### config.mk
export PLATFORM = sky130hd
export DESIGN_NAME = qrp_skid
export DESIGN_NICKNAME = d
export VERILOG_FILES = /design/src/rtl/core/quaternion_to_roll_pitch_core_assert.svh /design/src/rtl/core/qrp_skid.sv
export SDC_FILE = /design/constraint.sdc
export NUM_CORES = 1
export LEC_CHECK = 0
export ABC_AREA = 1
export BUFFER_PORTS_ARGS = -buffer_cell sky130_fd_sc_hd__buf_2
export CORE_MARGIN = 4
export CORE_UTILIZATION = 55
export CTS_BUF_LIST = sky130_fd_sc_hd__clkbuf_8 sky130_fd_sc_hd__clkbuf_16
export DETAILED_ROUTE_END_ITERATION = 8
export PLACE_DENSITY = 0.89
export SYNTH_ARGS = -nofsm -noshare
export SYNTH_HDL_FRONTEND = slang
export SYNTH_SLANG_ARGS = --single-unit
### constraint.sdc
create_clock -name clk -period 5.1 [get_ports clk]
set_input_delay 0.255 -clock clk [delete_from_list [all_inputs] [get_ports clk]]
set_output_delay 0.255 -clock clk [all_outputs]
set_load 0.01 [all_outputs]
### src/rtl/core/quaternion_to_roll_pitch_core_assert.svh
// Assertion macros shared by the quaternion to roll and pitch RTL.
// Needs a clock named clk and an active-low reset named arst_n where used.
`ifndef QUATERNION_TO_ROLL_PITCH_CORE_ASSERT_SVH
`define QUATERNION_TO_ROLL_PITCH_CORE_ASSERT_SVH

// Same-cycle implication, checked outside reset.
`define QRP_ASSERT_NOW(label, ante, cons) \
	label: assert property (@(posedge clk) disable iff (!arst_n) (ante) |-> (cons)) \
		else $error("qrp: same-cycle check failed");

// Next-cycle implication, checked outside reset.
`define QRP_ASSERT_NEXT(label, ante, cons) \
	label: assert property (@(posedge clk) disable iff (!arst_n) (ante) |=> (cons)) \
		else $error("qrp: next-cycle check failed");

`endif

### src/rtl/core/qrp_skid.sv
// Output register with one skid entry, so that the upstream ready comes
// from a flop. No package dependencies.
module qrp_skid #(
	parameter int W = 32
) (
	input  logic clk,
	input  logic arst_n,
	input  logic in_valid,
	output logic in_ready,
	input  logic [W-1:0] in_data,
	output logic out_valid,
	input  logic out_ready,
	output logic [W-1:0] out_data
);

	logic out_valid_q, skid_valid_q;
	logic [W-1:0] out_data_q, skid_data_q;
	logic load;

	assign load     = out_ready || !out_valid_q;
	assign in_ready = !skid_valid_q;

	// Output slot refills from the skid entry first, then from upstream.
	always_ff @(posedge clk or negedge arst_n) begin
		if (!arst_n) begin
			out_valid_q  <= 1'b0;
			skid_valid_q <= 1'b0;
		end else if (load) begin
			out_valid_q  <= skid_valid_q || in_valid;
			skid_valid_q <= 1'b0;
		end else if (in_valid && in_ready) begin
			skid_valid_q <= 1'b1;
		end
	end

	always_ff @(posedge clk) begin
		if (load) begin
			out_data_q <= skid_valid_q ? skid_data_q : in_data;
		end else if (in_valid && in_ready) begin
			skid_data_q <= in_data;
		end
	end

	assign out_valid = out_valid_q;
	assign out_data  = out_data_q;

endmodule

# == Word level (Yosys, flattened, before mapping) ==
# Index checks and enable logic that the tools add are counted.
# classes
bitwise,1
n_reduce_logical,7
muxes,3
# op_table
operator,n
two-way mux 32 bit,1
zero test 1 bit,2
logical OR 1 bit,2
two-way mux 1 bit,2
AND reduction 2 bit,1
nonzero test 2 bit,1
logical AND 1 bit,1
NOT 1 bit,1
# totals
wordCells,15
out_inout_bits,34
inputBits,36
regBits,66

# == Longest topological paths before layout ==
# logic_depth
ltp_word,4
depth_mapped,5
mapped_depth_nobuf,3

# == Least setup slack after synthesis ==
# Ideal clock, no wire load.
# synth_path
path_kind,reg2reg
start,"reg out_valid_q, in the netlist out_valid"
end,"reg skid_data_q[0], enable pin"
required_ns,4.678
path_stages_with_launch,3
synth_period_minus_slack_ns,3.041
setup_ns,0.422
t_arrival_ns,2.619
n_path_buf,0
path_slack_ns,2.059
cell_sequence,dfrtp_1 > nand2_1 > nor2_1
# synth_between
elab_chain_len,4
# synth_rtl
element,line_no,rtl
start: declaration,qrp_skid.sv:16,"logic out_valid_q, skid_valid_q;"
start signal: assignment,qrp_skid.sv:29,out_valid_q <= skid_valid_q || in_valid;
zero test 1 bit,qrp_skid.sv:20,assign load = out_ready || !out_valid_q;
logical OR 1 bit,qrp_skid.sv:20,
net load,qrp_skid.sv:18,logic load;
NOT 1 bit (no line),--,
AND reduction 2 bit (no line),--,
end signal: assignment,qrp_skid.sv:40,skid_data_q <= in_data;
end: declaration,qrp_skid.sv:17,"logic [W-1:0] out_data_q, skid_data_q;"
# The timed path passes the listed nets, and every way through them passes these cells.
# A chain may end at the register's enable or synchronous reset.

# == Final worst setup path ==
# layout_path
start,reg skid_valid_q
end,"reg skid_data_q[15], enable pin"
# layout_between
elab_chain_len,3
# layout_rtl
element,line_no,rtl
start: declaration,qrp_skid.sv:16,
start signal: assignment,qrp_skid.sv:27,skid_valid_q <= 1'b0;
start signal: assignment,qrp_skid.sv:30,skid_valid_q <= 1'b0;
start signal: assignment,qrp_skid.sv:32,skid_valid_q <= 1'b1;
zero test 1 bit,qrp_skid.sv:21,assign in_ready = !skid_valid_q;
logical AND 1 bit,qrp_skid.sv:39,end else if (in_valid && in_ready) begin
AND reduction 2 bit (no line),--,
# Every way passes these cells.

==> results.yml <==
status:
  status: "completed"
synth:
  synth.distinct_cells: 10
  synthCells: 177
  synth_most_common_cell: "nand2_1"
  synth.top_cell.area_share_pct: 77.0
  synthDominantAreaCellType: "edfxtp_1"
  synthTopCellsByArea: "edfxtp_1, nand2_1, nand2_2, dfrtp_1, buf_12"
  synth_xor_xnor_area_share_pct: 0
  synth_edf_count: 64
  number_of_synthesized_register_bits: 66
  synth_commonest_cells: "nand2_1, edfxtp_1, nand2_2, buf_6, nor2_1"
  post_synth_and_or_nand_nor_area_fraction_pct: 16.8
  mux_cell_area_share_after_synthesis_pct: 0
  ys.warnings.count: 0
  synth_ff_type: "edfxtp_1"
  post_synthesis_sequential_area_ratio_pct: 79.0
  synth_async_sr_flop_share_pct: 3.03
  synth_fp_nets: 213
  synth-adder-area-share_pct: 0
  synth-compound-area-share_pct: 0
  post_synth.cell_area_avg_sq_um: 14.1
  synth_top_family_by_area: "simple AND/OR/NAND/NOR gates"
  netlist_area_sq_mm: 0.00250
clock_network:
  clk_transition_reported_paths_ns: 0.06
  clock_tree_from_tritoncts: "built"
  cts_setup_buffers: 0
  post_cts_resize_count: 0
  cts_buffer_count: 9
  ctsHoldBuffers: 1
  clock-root-buffer: "clkbuf_8"
  clock_sinks: 66
  clock_insertion_delay_worst_skew_ns: 0.33
  clock_tree.htree_level_count: 3
  clock_tree.buffer_depth: 2
routing:
  drc: 0
  routed-via-count: 1479
  ant_nets: 0
  route.detailed.vias_per_inst: 4.79
  dr.first_iter.drc_count: 131
  dr.pass1.iters: 4
  drt-total-wl_um: 4390
  route.detailed.wl_per_inst_um: 14.2
critical_path:
  r2r_cells: 3
  worstPathMaxFanout: 34
  register_to_register_path_setup_slack_ns: 2.58
  reg2reg_from: "skid_valid_q"
  path_class: "reg2reg"
  timing.critical_path.to_type: "register"
  worst_ep_arrival_time_ns: 2.48
  r2r-end: "skid_data_q[15]"
  setup.worst_path.start: "skid_valid_q"
  setup.worst_path.start_class: "register"
  worst_ep_required_time_ns: 5.06
  critical_path_end: "skid_data_q[15]"
grt:
  global_route.usage.total_pct: 16.8
  global_route.overflow_total: 0
  grt_max_degree: 35
  grt_pass1_wl_um: 6680
  grt_pass1_vias: 1466
  antenna_found_initial: 0
place:
  place_congestion: 0.699
  place.detailed.hpwl_um: 2730
  dpl_ws_ns: 2.59
  io_buffer_count: 69
pwr:
  ir_worst_vdd_v: 0.000218
  p_total_w: 0.00111
  leakage_nw: 1.33
  p_per_area_mw_per_mm2: 371
final_layout:
  nNetsFinal: 288
  area.growth.synth_to_final_pct: 19.9
  fraction_of_final_layout_cells_sized_beyond_drive_strength_1_pct: 37.4
  n_fill_cell: 326
  insertedDiodeCount: 0
floorplan:
  start_util_pct: 56.9
  floorplan.core_area_sq_mm: 0.00438
  floorplan.io_pins: 70
  design.die.area_sq_mm: 0.00568
  die_h_um: 75.4
  floorplan.die.width_um: 75.4
  row_count: 24
sta:
  unrepaired_setup_endpoints_after_global_routing: "no"
  final_min_period_over_clock_period_pct: 49.4
  post-route-worst-setup-slack_ns: 2.58
  timing.max_slew.rel_slack_pct: 21.8
  fmax_mhz: 397
  report.final.slew_viol_count: 0
  final-setup-viol-count: 0
  setup_total_negative_slack_ns: 0
  timing_hold_violations_final: 0
  hold_ws_ns: 0.111
  worstMarginPinSlew_ns: 1.17
  finalClockSkew_ns: 0.00452
  period_needed_ns: 2.52
min_path:
  hold_path.class: "in2reg"
run:
  cap_viol_max_count: 0
==> metrics by stage <==
stage | cells | instance area [sq um] | utilization (%)
after floorplan | 177 | 2500 | -
after global placement | 292 | 2830 | 64.6
after detailed placement | 292 | 2830 | 64.6
after CTS | 309 | 2990 | 68.3
after global routing | 309 | 2990 | 68.3
final | 309 | 2990 | 68.3
==> routing by layer <==
metal,GRT usage [%],part of all wire (%)
met1,19.8,41
met4,8.74,2.5
met5,0,0
met3,6.99,8.5
met2,26.5,48
==> kinds of logic (layout without fill, tap and decap cells) <==
logic type | after synthesis | count (layout)
buffers and inverters | 9 | 89
and+or+nand+nor | 102 | 102
DFF | 66 | 66
==> layout by cell type, fill, tap and decap left out, drive strengths merged <==
cell,n
inv,9
nor2,3
clkbuf,9
buf,70
dfrtp,2
dlygate4sd3,1
edfxtp,64
nand2,99
==> report_power, final <==
group / switching (W) / total (W) / internal, W
Clock: 0.000176 / 0.000340 / 0.000164
Sequential: 0.0000150 / 0.000659 / 0.000644
Combinational: 0.0000691 / 0.000112 / 0.0000427
Total: 0.000260 / 0.00111 / 0.000851
==> area by class of cell <==
type | instances | area [sq um] | area share [%]
Tap cell | 52 | 65.1 | 2.17
Timing Repair Buffer | 71 | 363 | 12.1
Inverter | 2 | 15.0 | 0.502
Clock buffer | 9 | 124 | 4.14
Multi-Input combinational cell | 102 | 428 | 14.3
Clock inverter | 7 | 26.3 | 0.878
Sequential cell | 66 | 1970 | 65.9
==> worst min path at each step <==
stage / startpoint / endpoint / slack, ns / depth (start not counted)
final: in_data[6] / skid_data_q[6] / 0.11 / 1
after global routing: in_data[10] / skid_data_q[10] / 0.1 / 1
after CTS: in_data[6] / skid_data_q[6] / 0.09 / 1
after detailed placement: arst_n / out_valid / 0.04 / 1
after global placement: arst_n / skid_valid_q / 0.04 / 1
after floorplan: arst_n / out_valid / -0.04 / 0
==> sequential cells by signal (all words and copies together) (netlist names) <==
register      cells
out_data         32
out_valid         1
skid_data_q      32
skid_valid_q      1
==> critical path, stage by stage (launching register included) <==
cell and delay, ns:
dfrtp_1 0.82, inv_8 0.44, nand2_1 0.15, nor2_4 0.70
Note: power is estimated with default switching activity, not from simulation.
