<file path="src/rtl/core/quaternion_to_roll_pitch_core_assert.svh">
// Assertion macros shared by the quaternion to roll and pitch RTL.
// Needs a clock named clk and an active-low reset named arst_n where used.
`ifndef QUATERNION_TO_ROLL_PITCH_CORE_ASSERT_SVH
`define QUATERNION_TO_ROLL_PITCH_CORE_ASSERT_SVH

// Same-cycle implication, checked outside reset.
`define QRP_ASSERT_NOW(label, ante, cons) \
	label: assert property (@(posedge clk) disable iff (!arst_n) (ante) |-> (cons)) \
		else $error("qrp: same-cycle check failed");

// Next-cycle implication, checked outside reset.
`define QRP_ASSERT_NEXT(label, ante, cons) \
	label: assert property (@(posedge clk) disable iff (!arst_n) (ante) |=> (cons)) \
		else $error("qrp: next-cycle check failed");

`endif

</file>
<file path="src/rtl/core/qrp_pkg.sv">
// Package for the quaternion to roll and pitch core: datapath widths,
// CORDIC constants and the angle rounding helpers. No dependencies.
package qrp_pkg;

	// Quaternion component width (Q2.14) and matrix term width (28 fraction bits).
	localparam int QUAT_W  = 16;
	localparam int TERM_W  = 34;
	// CORDIC datapath width and angle width (20 fraction bits).
	localparam int CORDIC_W = 36;
	localparam int ANG_W    = 24;
	// Output angle widths (roll Q3.13, pitch Q2.13).
	localparam int ROLL_W   = 16;
	localparam int PITCH_W  = 15;
	// Rounded angle width before saturation.
	localparam int RND_W    = 18;

	// Largest supported iteration count, i.e. the depth of the arctangent table.
	localparam int MAX_STEPS = 24;

	localparam logic signed [ANG_W-1:0] HALF_PI_Q20 = 24'sd1647099;
	localparam logic [25:0] INV_GAIN_Q26 = 26'd40752055;
	localparam logic signed [RND_W-1:0] ROLL_LIMIT  = 18'sd25736;
	localparam logic signed [RND_W-1:0] PITCH_LIMIT = 18'sd12868;

	// atan(2^-i) at 20 fraction bits, rounded to nearest.
	localparam logic signed [ANG_W-1:0] ATAN_TAB [MAX_STEPS] = '{
		24'sd823550, 24'sd486170, 24'sd256879, 24'sd130396,
		24'sd65451,  24'sd32757,  24'sd16383,  24'sd8192,
		24'sd4096,   24'sd2048,   24'sd1024,   24'sd512,
		24'sd256,    24'sd128,    24'sd64,     24'sd32,
		24'sd16,     24'sd8,      24'sd4,      24'sd2,
		24'sd1,      24'sd0,      24'sd0,      24'sd0
	};

	// Round a 20-fraction-bit angle to 13 fraction bits, half towards plus
	// infinity, then clamp it symmetrically to the given limit.
	function automatic logic signed [RND_W-1:0] round_sat(
		input logic signed [ANG_W-1:0] a,
		input logic signed [RND_W-1:0] limit
	);
		logic signed [ANG_W:0] t;
		logic signed [RND_W-1:0] r;
		t = {a[ANG_W-1], a} + 25'sd64;
		r = t[ANG_W:7];
		if (r > limit) begin
			r = limit;
		end else if (r < -limit) begin
			r = -limit;
		end
		return r;
	endfunction

endpackage

</file>
<file path="src/rtl/core/qrp_gain.sv">
// CORDIC gain correction: x times 1/K at 26 fraction bits, rounded, split
// into two partial products over two stages. Uses qrp_pkg.
module qrp_gain #(
	parameter int SIDE_W = 60
) (
	input  logic clk,
	input  logic arst_n,
	input  logic en,
	input  logic in_valid,
	input  logic signed [qrp_pkg::CORDIC_W-1:0] in_x,
	input  logic [SIDE_W-1:0] in_side,
	output logic out_valid,
	output logic signed [qrp_pkg::CORDIC_W-1:0] out_mag,
	output logic [SIDE_W-1:0] out_side
);

	localparam int CW   = qrp_pkg::CORDIC_W;
	localparam int LO_W = 18;
	localparam int HI_W = CW - LO_W;
	localparam int KW   = 26;
	localparam int SUM_W = 64;

	logic valid_s1, valid_s2;
	logic [LO_W+KW-1:0]        p_lo_s1;
	logic signed [HI_W+KW:0]   p_hi_s1;
	logic [SIDE_W-1:0]         side_s1, side_s2;
	logic signed [CW-1:0]      mag_s2;
	logic signed [SUM_W-1:0]   sum;

	always_ff @(posedge clk or negedge arst_n) begin
		if (!arst_n) begin
			valid_s1 <= 1'b0;
			valid_s2 <= 1'b0;
		end else if (en) begin
			valid_s1 <= in_valid;
			valid_s2 <= valid_s1;
		end
	end

	// Stage one: low and high partial products against the constant.
	always_ff @(posedge clk) begin
		if (en) begin
			p_lo_s1 <= in_x[LO_W-1:0] * qrp_pkg::INV_GAIN_Q26;
			p_hi_s1 <= $signed(in_x[CW-1:LO_W]) * $signed({1'b0, qrp_pkg::INV_GAIN_Q26});
			side_s1 <= in_side;
		end
	end

	// Stage two: recombine, add one half and drop the 26 fraction bits.
	always_comb begin
		sum = ($signed({{(SUM_W-HI_W-KW-1){p_hi_s1[HI_W+KW]}}, p_hi_s1}) <<< LO_W)
			+ $signed({{(SUM_W-LO_W-KW){1'b0}}, p_lo_s1})
			+ 64'sd33554432;
	end

	always_ff @(posedge clk) begin
		if (en) begin
			mag_s2  <= sum[KW+CW-1:KW];
			side_s2 <= side_s1;
		end
	end

	assign out_valid = valid_s2;
	assign out_mag   = mag_s2;
	assign out_side  = side_s2;

endmodule

</file>
<file path="config.mk">
export PLATFORM = sky130hd
export DESIGN_NAME = qrp_gain
export DESIGN_NICKNAME = d
export VERILOG_FILES = /design/src/rtl/core/quaternion_to_roll_pitch_core_assert.svh /design/src/rtl/core/qrp_pkg.sv /design/src/rtl/core/qrp_gain.sv
export SDC_FILE = /design/constraint.sdc
export NUM_CORES = 1
export LEC_CHECK = 0
export BUFFER_PORTS_ARGS = -buffer_cell sky130_fd_sc_hd__buf_2
export CAP_MARGIN = 20
export CORE_MARGIN = 3
export CORE_UTILIZATION = 40
export DETAILED_ROUTE_END_ITERATION = 10
export GPL_TIMING_DRIVEN = 0
export PLACE_DENSITY = 0.63
export SETUP_SLACK_MARGIN = 0.2
export SYNTH_ARGS = -nofsm -noshare
export SYNTH_HDL_FRONTEND = slang
export SYNTH_SLANG_ARGS = --single-unit
</file>
<file path="constraint.sdc">
create_clock -name clk -period 9.4 [get_ports clk]
set_clock_uncertainty 0.1 [all_clocks]
set_input_delay 0.47 -clock clk [delete_from_list [all_inputs] [get_ports clk]]
set_output_delay 0.47 -clock clk [all_outputs]
set_load 0.03 [all_outputs]
</file>
* After elaboration in Yosys (flattened, before gate mapping) *
Cells that the tools add are included.

storage, ports and cells
  flip-flop bits (word level) = 246

operators by class
  $add $sub $neg = 2
  multipliers = 2

operators by type and width
  kind                                                                   count
  62-bit by 27-bit adder with 62-bit output, second input constant       1
  62-bit by 45-bit adder with 62-bit output                              1
  18-bit by 26-bit multiplier with 44-bit output, second input constant  1
  18-bit by 27-bit multiplier with 44-bit output, second input constant  1

* Logic depth before layout (Yosys ltp) *
Gate-level depths: netlist of the first run.

  word-level depth = 2
  depth in mapped cells = 23

* Least setup slack after synthesis of the first run *
OpenSTA, ideal clock, no wires.

  path kind = in2reg
  from = in in_x[30] (netlist name)
  to = reg p_hi_s1[43], data pin
  setup time = 262 ps
  setup slack = 2,946 ps
  path buffers = 1
  stages = 21
  arrival time = 6,091 ps
  cells stage by stage = inv_1 -> fa_1 -> fa_1 -> fa_1 -> inv_1 -> fa_1 -> fa_1 -> inv_1 -> fa_1 -> inv_1 -> ha_1 -> clkbuf_1 -> nand2_1 -> o21ai_1 -> or3_1 -> nor3_2 -> o31ai_1 -> a221o_1 -> a221o_1 -> a311oi_2 -> xnor2_1

between the ends
  cells in the longest elaborated chain, start to end = 1

RTL lines
  what                                            line            source
  start: declaration                              qrp_gain.sv:10  input logic signed [qrp_pkg::CORDIC_W-1:0] in_x,
  18-bit by 27-bit multiplier with 44-bit output  qrp_gain.sv:44  p_hi_s1 <= $signed(in_x[CW-1:LO_W]) * $signed({1'b0, qrp_pkg::INV_GAIN_Q26});
  end signal: assignment                          qrp_gain.sv:44
  end: declaration                                qrp_gain.sv:25  logic signed [HI_W+KW:0] p_hi_s1;

No other way between the ends.
A chain may end at the register's enable or synchronous reset.

* Worst setup path in the final report of the first run *
Ends and elaborated chain as after synthesis.

==> results.cfg, run 1 <==
[clock_network]
clock_latency_ns = 0.55
clk_pin_slew_ns = 0.06
cts_root_buf = clkbuf_16
h-tree-depth = 1
cts_buffers = 26
cts_tree = done
clkSinkCount = 228
clk_path_buf_depth = 3

[logic_synthesis]
syn_inst = 2190
synthDominantCellAreaShare_pct = 30.5
synth_cell_types = 64
yosys.area.top_type = fa_1
synth_edf_count = 226
synth_ff_type = edfxtp_1
ys_ff_latch = 228
async_reset_ff_share_pct = 0.877
synth_nets = 3044
synth.avg_cell_area_sq_um = 11.5
yosysWarnings = 0
yosysSeqAreaShare_pct = 27.2
synth_area_leaders = fa_1 30%, edfxtp_1 27%, ha_1 18%
syn_area_sq_mm = 0.0252

[timing]
fmax_mhz = 145
rsz0062_at_grt = no
maxSlewViolCount = 0
tns_ns = 0
setup_viol = 0
hold_violations = 0
tightest_slew_ns = 0.722
finalCriticalPeriod_ns = 6.90
slew_headroom_pct = 51.9
finalCritPeriodShare_pct = 73.4

[worst_setup_path]
critical_path.max_fanout = 7
required_ns = 9.57
worstReg2RegStart = p_lo_s1[21]$_DFFE_PP_
critical_path_class = primary input to register
crit_path_end_kind = register
arrival_ns = 7.08
start_kind = primary input
worstSetupStartpoint = in_x[30]

[cells_and_area]
nNetsFinal = 3312
design_area_sq_mm = 0.0285
drive_above_1_share_pct = 10.2
mostFrequentLayoutCell = inv_1
mostFrequentLayoutCells = 627 x inv_1, 383 x fa_1, 371 x ha_1, 226 x edfxtp_1, 195 x buf_2
syn_to_final_growth_pct = 13.4

[grt]
grt_first_pass_wirelength_microns = 94400
grt_usage_pct = 18.3
grt_max_degree = 139
gr-total-overflow = 0
grt_pass1_vias = 17172
antenna_found_initial = 3

[place]
dpl_cell_area_sq_mm = 0.0272
dp_hpwl_microns = 51400
port_buffers = 196
routabilityCongestion = 0.963

[route]
first_pass_iters = 5
wl_microns = 59400
drt_iter0_drc = 928
vias = 15963
post_drt_wl_per_cell_microns = 17.9
antenna_left = 0
drc = 0
vias_per_cell = 4.81

[floorplan]
core-area_sq_mm = 0.0619
ioPinCount = 197
start_util_pct = 40.6
die_x_microns = 257
die_y_microns = 257
rows = 91
die_area_sq_mm = 0.0659

[status]
outcome = finished clean

[min_path]
holdCritStartpoint = in_side[43]
hp-class = primary input to register

[flow_run]
max-cap-violations = 0
-- synthesized netlist by cell type, types with 5 or more instances --
master,n
a41oi_1,5
a31oi_1,12
ha_1,371
and2_1,7
and4_1,5
nand3_1,17
nor2_1,43
nand4_1,18
fa_1,383
nand2b_1,8
and3_1,13
a21oi_1,90
o21ai_0,42
o21a_1,11
edfxtp_1,226
o21bai_1,15
clkbuf_1,8
xor2_1,27
nand2_1,58
a21o_1,36
inv_1,627
nor3_1,12
xnor2_1,69
a211oi_1,8
nor2b_1,13
-- layout make-up --
cell class | count | area [sq um]
Antenna cell | 3 | 7.51
Buffer | 9 | 41.3
Clock buffer | 29 | 662
Clock inverter | 19 | 205
Fill cell | 5753 | 33400
Inverter | 627 | 2350
Multi-Input combinational cell | 1326 | 15900
Sequential cell | 228 | 6840
Tap cell | 837 | 1050
Timing Repair Buffer | 240 | 1450
-- state kept, by name (all words and copies together), names as in the netlist --
signal,cells
out_mag,36
out_side,60
out_valid,1
p_hi_s1,44
p_lo_s1,26
side_s1,60
valid_s1,1
-- routing by layer --
metal / global-route usage [%] / share of wire, % / up-vias / wire [microns]
li1: - / - / 7589 / -
met1: 26.0 / 46 / 7825 / 27600
met2: 28.6 / 44 / 461 / 26100
met3: 3.62 / 6.8 / 88 / 4050
met4: 4.91 / 2.8 / 0 / 1650
met5: 0 / 0 / - / 0
-- final timing paths --
kind                                          end  slack, ns  cells past startpoint
setup / recovery            p_hi_s1[43]$_DFFE_PP_       2.50                     22
hold / removal              side_s1[43]$_DFFE_PP_       0.02                      1
setup reg to reg            out_mag[32]$_DFFE_PP_       5.58                     11
hold reg to reg            out_side[35]$_DFFE_PP_       0.31                      0
max in group asynchronous    valid_s1$_DFFE_PN0P_       8.95                      2
min in group asynchronous   out_valid$_DFFE_PN0P_       0.14                      2
-- worst max-delay path, stage by stage --
cell and delay, ns:
buf_2 0.22, inv_1 0.10, fa_1 0.76, fa_1 0.55, fa_1 0.56, inv_1 0.05, fa_1 0.51, fa_1 0.55
inv_1 0.06, fa_1 0.53, inv_1 0.04, ha_1 0.28, clkbuf_1 0.19, nand2_1 0.11, o21ai_1 0.10, or3_1 0.40
nor3_2 0.24, o31ai_1 0.19, a221o_1 0.39, a221o_1 0.40, a311oi_2 0.28, xnor2_1 0.11
-- logic make-up after synthesis --
logic type	Yosys count	share of synthesized area [%]
AO/OA/AOI/OAI	264	6.77
XOR/XNOR	96	3.34
adder cells (fa/ha/maj)	754	48.9
buffers and inverters	636	9.52
flip-flops	228	27.2
multiplexers	2	0.0895
AND/OR/NAND/NOR	210	4.19
-- timing repair --
item,4_1_cts,5_1_grt
hold buffers,38,5
buffers inserted,0,0
gates resized for setup,0,0
endpoints found under the hold margin,39,5
-- per-stage QoR --
stage	utilization [%]	setup slack, ns	instances	hold WS [ns]
finish	46.1	2.50	3318	0.0194
global route	46.1	2.25	3317	0.000920
CTS	46.0	2.54	3310	0.0000556
detailed placement	44.0	1.99	3224	0.170
global placement	43.9	1.96	3223	0.167
floorplan	-	2.95	2190	0.0744
Power of run 1 is not shown: default switching activity piles up to over one toggle a cycle in this logic, so the estimate is an artifact.
==> inputs of run 2 (changes only) <==
PLACE_DENSITY = 0.65   (was 0.63)
clock period = 6.05 ns   (was 9.4 ns; I/O delays follow)
==> run 2 against run 1 <==
Sequential share of layout area decreased by 1.1 points. Design area is 5.0% higher. Count of clock-buffer cells in the layout down 2. Largest cell class unchanged. Sequential cell count is the same.
==> results.cfg, run 2 (same netlist as run 1, synthesis figures left out) <==
[status]
outcome = finished clean

[clock_network]
clk_pin_slew_ns = 0.06
clkSinkCount = 228
h-tree-depth = 1
cts_tree = done
clk_path_buf_depth = 3
clock_latency_ns = 0.55
cts_buffers = 26
cts_root_buf = clkbuf_16

[route]
first_pass_iters = 5
drt_iter0_drc = 842
post_drt_wl_per_cell_microns = 18.2
wl_microns = 61500
drc = 0
vias = 16318
antenna_left = 0
vias_per_cell = 4.82

[place]
dp_hpwl_microns = 51700
dpl_cell_area_sq_mm = 0.0274
place_ws_ns = -0.854
port_buffers = 196
routabilityCongestion = 0.928

[floorplan]
die_x_microns = 257
die_area_sq_mm = 0.0659
die_y_microns = 257
rows = 91
core-area_sq_mm = 0.0619
start_util_pct = 40.6
ioPinCount = 197

[worst_setup_path]
path_buf_inv = 5
cpPeakStageDelay_ns = 0.59
arrival_ns = 6.01
crit_path_end_kind = register
critical_path.max_fanout = 6
required_ns = 6.21
critical_path_class = primary input to register
start_kind = primary input
path_cells = buf_12 -> fa_2 -> inv_4 -> fa_2 -> inv_2 -> fa_2 -> fa_2 -> inv_2 -> fa_2 -> inv_2 -> fa_2 -> ha_4 -> a21oi_2 -> o21ai_2 -> or3_4 -> nor3_4 -> o31ai_4 -> a221o_1 -> a221o_1 -> a311oi_2 -> xnor2_1
crit_path_frequent_cell = fa_2
crit_slowest_cell = fa_2
crit_family = adder cells

[timing]
fmax_mhz = 171
finalCritPeriodShare_pct = 96.8
rsz0062_at_grt = yes
maxSlewViolCount = 0
hold_violations = 0
tightest_slew_ns = 0.990
setup_viol = 0
finalCriticalPeriod_ns = 5.86
setup_slack_ns = 0.193
slew_headroom_pct = 34.0

[min_path]
hp-class = primary input to register

[cells_and_area]
mostFrequentLayoutCells = 605 x inv_1, 363 x fa_1, 340 x ha_1, 226 x edfxtp_1, 176 x buf_2
nNetsFinal = 3384
fin_util_pct = 48.4
antenna_cells = 0
drive_above_1_share_pct = 16.9
design_area_sq_mm = 0.0300
mostFrequentLayoutCell = inv_1
syn_to_final_growth_pct = 19.1

[grt]
grt_pass1_vias = 17810
grt_usage_pct = 18.8
gr-total-overflow = 0
antenna_found_initial = 3
grt_max_degree = 129
grt_first_pass_wirelength_microns = 98100

[flow_run]
max-cap-violations = 0
run 2: cell types whose count changed in the layout (fill, tap and decap cells not counted), moves of 9 or more:
cell,previous run,this run
ha_4,0,22
fa_2,0,20
inv_1,627,605
fa_1,383,363
buf_2,195,176
a21oi_1,90,79
dlygate4sd3_1,43,63
buf_4,0,58
ha_2,0,9
ha_1,371,340
inv_2,0,21
run 2: final timing paths:
check / startpoint / end / slack (ns) / depth (start not counted)
min in group asynchronous: arst_n / valid_s1$_DFFE_PN0P_ / 0.55 / 3
max reg2reg: p_lo_s1[22]$_DFFE_PP_ / out_mag[32]$_DFFE_PP_ / 2.20 / 11
max: in_x[25] / p_hi_s1[43]$_DFFE_PP_ / 0.19 / 21
min reg2reg: side_s1[16]$_DFFE_PP_ / out_side[16]$_DFFE_PP_ / 0.31 / 0
min: in_x[18] / p_hi_s1[0]$_DFFE_PP_ / 0.07 / 1
max in group asynchronous: arst_n / out_valid$_DFFE_PN0P_ / 5.16 / 3
run 2: area by class of cell:
class                      count  area, sq um
sequential                   228         6840
tap                          837         1050
clock inverter                21          245
clock buffer                  27          654
timing repair buffer         312         2150
multi-input combinational   1326        16600
fill                        5606        32000
inverter                     627         2360
buffer                         9         52.6
run 2: repair_timing:
item,in CTS,in global routing
resized for setup,86,77
setup endpoints to repair,24,19
hold buffers,63,0
pin swaps,27,42
endpoints found under the hold margin,63,0
buffers inserted,23,29
run 2: layer usage:
layer / global-route usage [%] / vias up / wire length (microns)
met5: 0 / - / 27
met4: 4.94 / 4 / 1600
met3: 3.36 / 94 / 3630
met2: 29.9 / 455 / 27800
met1: 26.8 / 8051 / 28400
li1: - / 7714 / -
run 2: through the flow:
step                      setup TNS (ns)  std cells  hold WS [ns]
after floorplan                        0       2190       -0.0931
after global placement            -16.55       3223       0.00176
after detailed placement          -16.96       3224       0.00674
after CTS                              0       3358        0.0237
after global routing                   0       3387        0.0440
final                                  0       3387        0.0668
Power of run 2 is left out for the same reason.
==> inputs of run 3 (changes only) <==
RECOVER_POWER = 100   (was unset)
==> run 3 against run 2 <==
The flow now finishes with violations (max-capacitance violations, max-slew violations). Largest cell class unchanged. Fmax is 0.56% lower. Critical path type unchanged. Critical path depth increased by 2. Die area unchanged.
==> results.cfg, run 3 (same netlist as run 1, synthesis figures left out) <==
[route]
antenna_left = 0
vias = 16358
post_drt_wl_per_cell_microns = 18.2
first_pass_iters = 5
drt_iter0_drc = 908
vias_per_cell = 4.83
wl_microns = 61600
drc = 0

[clock_network]
cts_buffers = 26
cts_root_buf = clkbuf_16
clkSinkCount = 228
clk_path_buf_depth = 3
h-tree-depth = 1
clk_pin_slew_ns = 0.06
clock_latency_ns = 0.55
cts_tree = done

[worst_setup_path]
critical_path.max_fanout = 6
required_ns = 6.30
arrival_ns = 6.14
crit_path_end_kind = register
critical_path_class = primary input to register
ff2ff_setup_slack_ns = 1.95
worstReg2RegStart = p_lo_s1[22]$_DFFE_PP_
start_kind = primary input
path_buf_inv = 7
r2r_end = out_mag[27]$_DFFE_PP_
crit_family = adder cells
path_cells = clkbuf_4 -> fa_1 -> inv_1 -> fa_2 -> fa_1 -> inv_1 -> fa_1 -> fa_1 -> inv_1 -> fa_1 -> inv_1 -> ha_1 -> nand2_2 -> o21ai_4 -> buf_4 -> o221ai_4 -> a211oi_4 -> a211oi_4 -> clkbuf_1 -> nor3_2 -> nand2b_4 -> nor3_4 -> a211oi_2
crit_path_frequent_cell = fa_1
crit_slowest_cell = fa_2
r2r_cells = 11
cpPeakStageDelay_ns = 0.61

[min_path]
holdPathEnd = p_hi_s1[0]$_DFFE_PP_
holdPathStages = 1
hp-class = primary input to register
holdCritStartpoint = in_x[18]

[floorplan]
core-area_sq_mm = 0.0619
die_x_microns = 257
die_area_sq_mm = 0.0659
rows = 91
ioPinCount = 197
die_y_microns = 257
start_util_pct = 40.6

[timing]
slew_headroom_pct = -108
fmax_mhz = 170
rsz0062_at_grt = yes
setup_slack_ns = 0.160
setup_viol = 0
hold_violations = 0
tightest_slew_ns = 3.12
finalCritPeriodShare_pct = 97.3
finalCriticalPeriod_ns = 5.89
maxSlewViolCount = 231

[grt]
gr-total-overflow = 0
antenna_found_initial = 3
grt_max_degree = 129
grt_usage_pct = 18.8
grt_pass1_vias = 17810
grt_first_pass_wirelength_microns = 98100

[cells_and_area]
nNetsFinal = 3384
syn_to_final_growth_pct = 18.0
fillCellCount = 5665
mostFrequentLayoutCell = inv_1
antenna_cells = 0
mostFrequentLayoutCells = 605 x inv_1, 363 x fa_1, 341 x ha_1, 226 x edfxtp_1, 119 x clkbuf_1
drive_above_1_share_pct = 12.0

[status]
outcome = finished with violations
failed_checks = max-capacitance violations, max-slew violations

[flow_run]
max-cap-violations = 2

[place]
place_ws_ns = -0.854
dp_hpwl_microns = 51700
port_buffers = 196
routabilityCongestion = 0.928
## run 3: cell type report
class	count	area (sq um)	area share, %
plain buffers	9	52.6	0.177
inverters	627	2360	7.93
clock buffers	27	654	2.20
repair buffers	312	1970	6.63
flip-flops and latches	228	6840	23.0
clock inverters	21	245	0.826
well taps	837	1050	3.53
multi-input cells	1326	16500	55.7
## run 3: worst max path at each step
stage                  start                     to  slack [ns]  depth (start not counted)
floorplan           in_x[26]  p_hi_s1[43]$_DFFE_PP_        0.07                         20
global placement    in_x[25]  p_hi_s1[34]$_DFFE_PP_       -0.81                         20
detailed placement  in_x[25]  p_hi_s1[34]$_DFFE_PP_       -0.85                         20
CTS                 in_x[21]  p_hi_s1[40]$_DFFE_PP_        0.20                         20
global route         in_x[5]  p_lo_s1[39]$_DFFE_PP_        0.03                         21
finish              in_x[16]  p_lo_s1[36]$_DFFE_PP_        0.16                         23
## run 3: metrics by stage
step	instances	setup TNS, ns	instance area, sq um	hold slack (ns)	util [%]
6_report	3387	0	29700	0.0475	47.9
5_1_grt	3387	0	29700	0.0278	47.9
4_1_cts	3358	0	29400	0.0237	47.5
3_5_place_dp	3224	-16.96	27400	0.00674	44.2
3_3_place_gp	3223	-16.55	27300	0.00176	44.1
2_1_floorplan	2190	0	25300	-0.0931	-
## run 3: routing by layer
layer	vias up	routed length, microns	GRT usage (%)
met5	-	27	0
met4	4	1610	4.94
met3	91	3680	3.36
met2	469	27800	29.9
met1	8074	28500	26.8
li1	7720	-	-
## run 3: what timing repair did
| item | 4_1_cts | 5_1_grt |
|---|---|---|
| hold buffers | 63 | 0 |
| endpoints found under the setup margin | 24 | 19 |
| buffers inserted | 23 | 29 |
| cloned | 0 | 0 |
| endpoints found under the hold margin | 63 | 0 |
| pin swaps | 27 | 42 |
| resized for setup | 86 | 77 |
Power of run 3 is left out for the same reason.
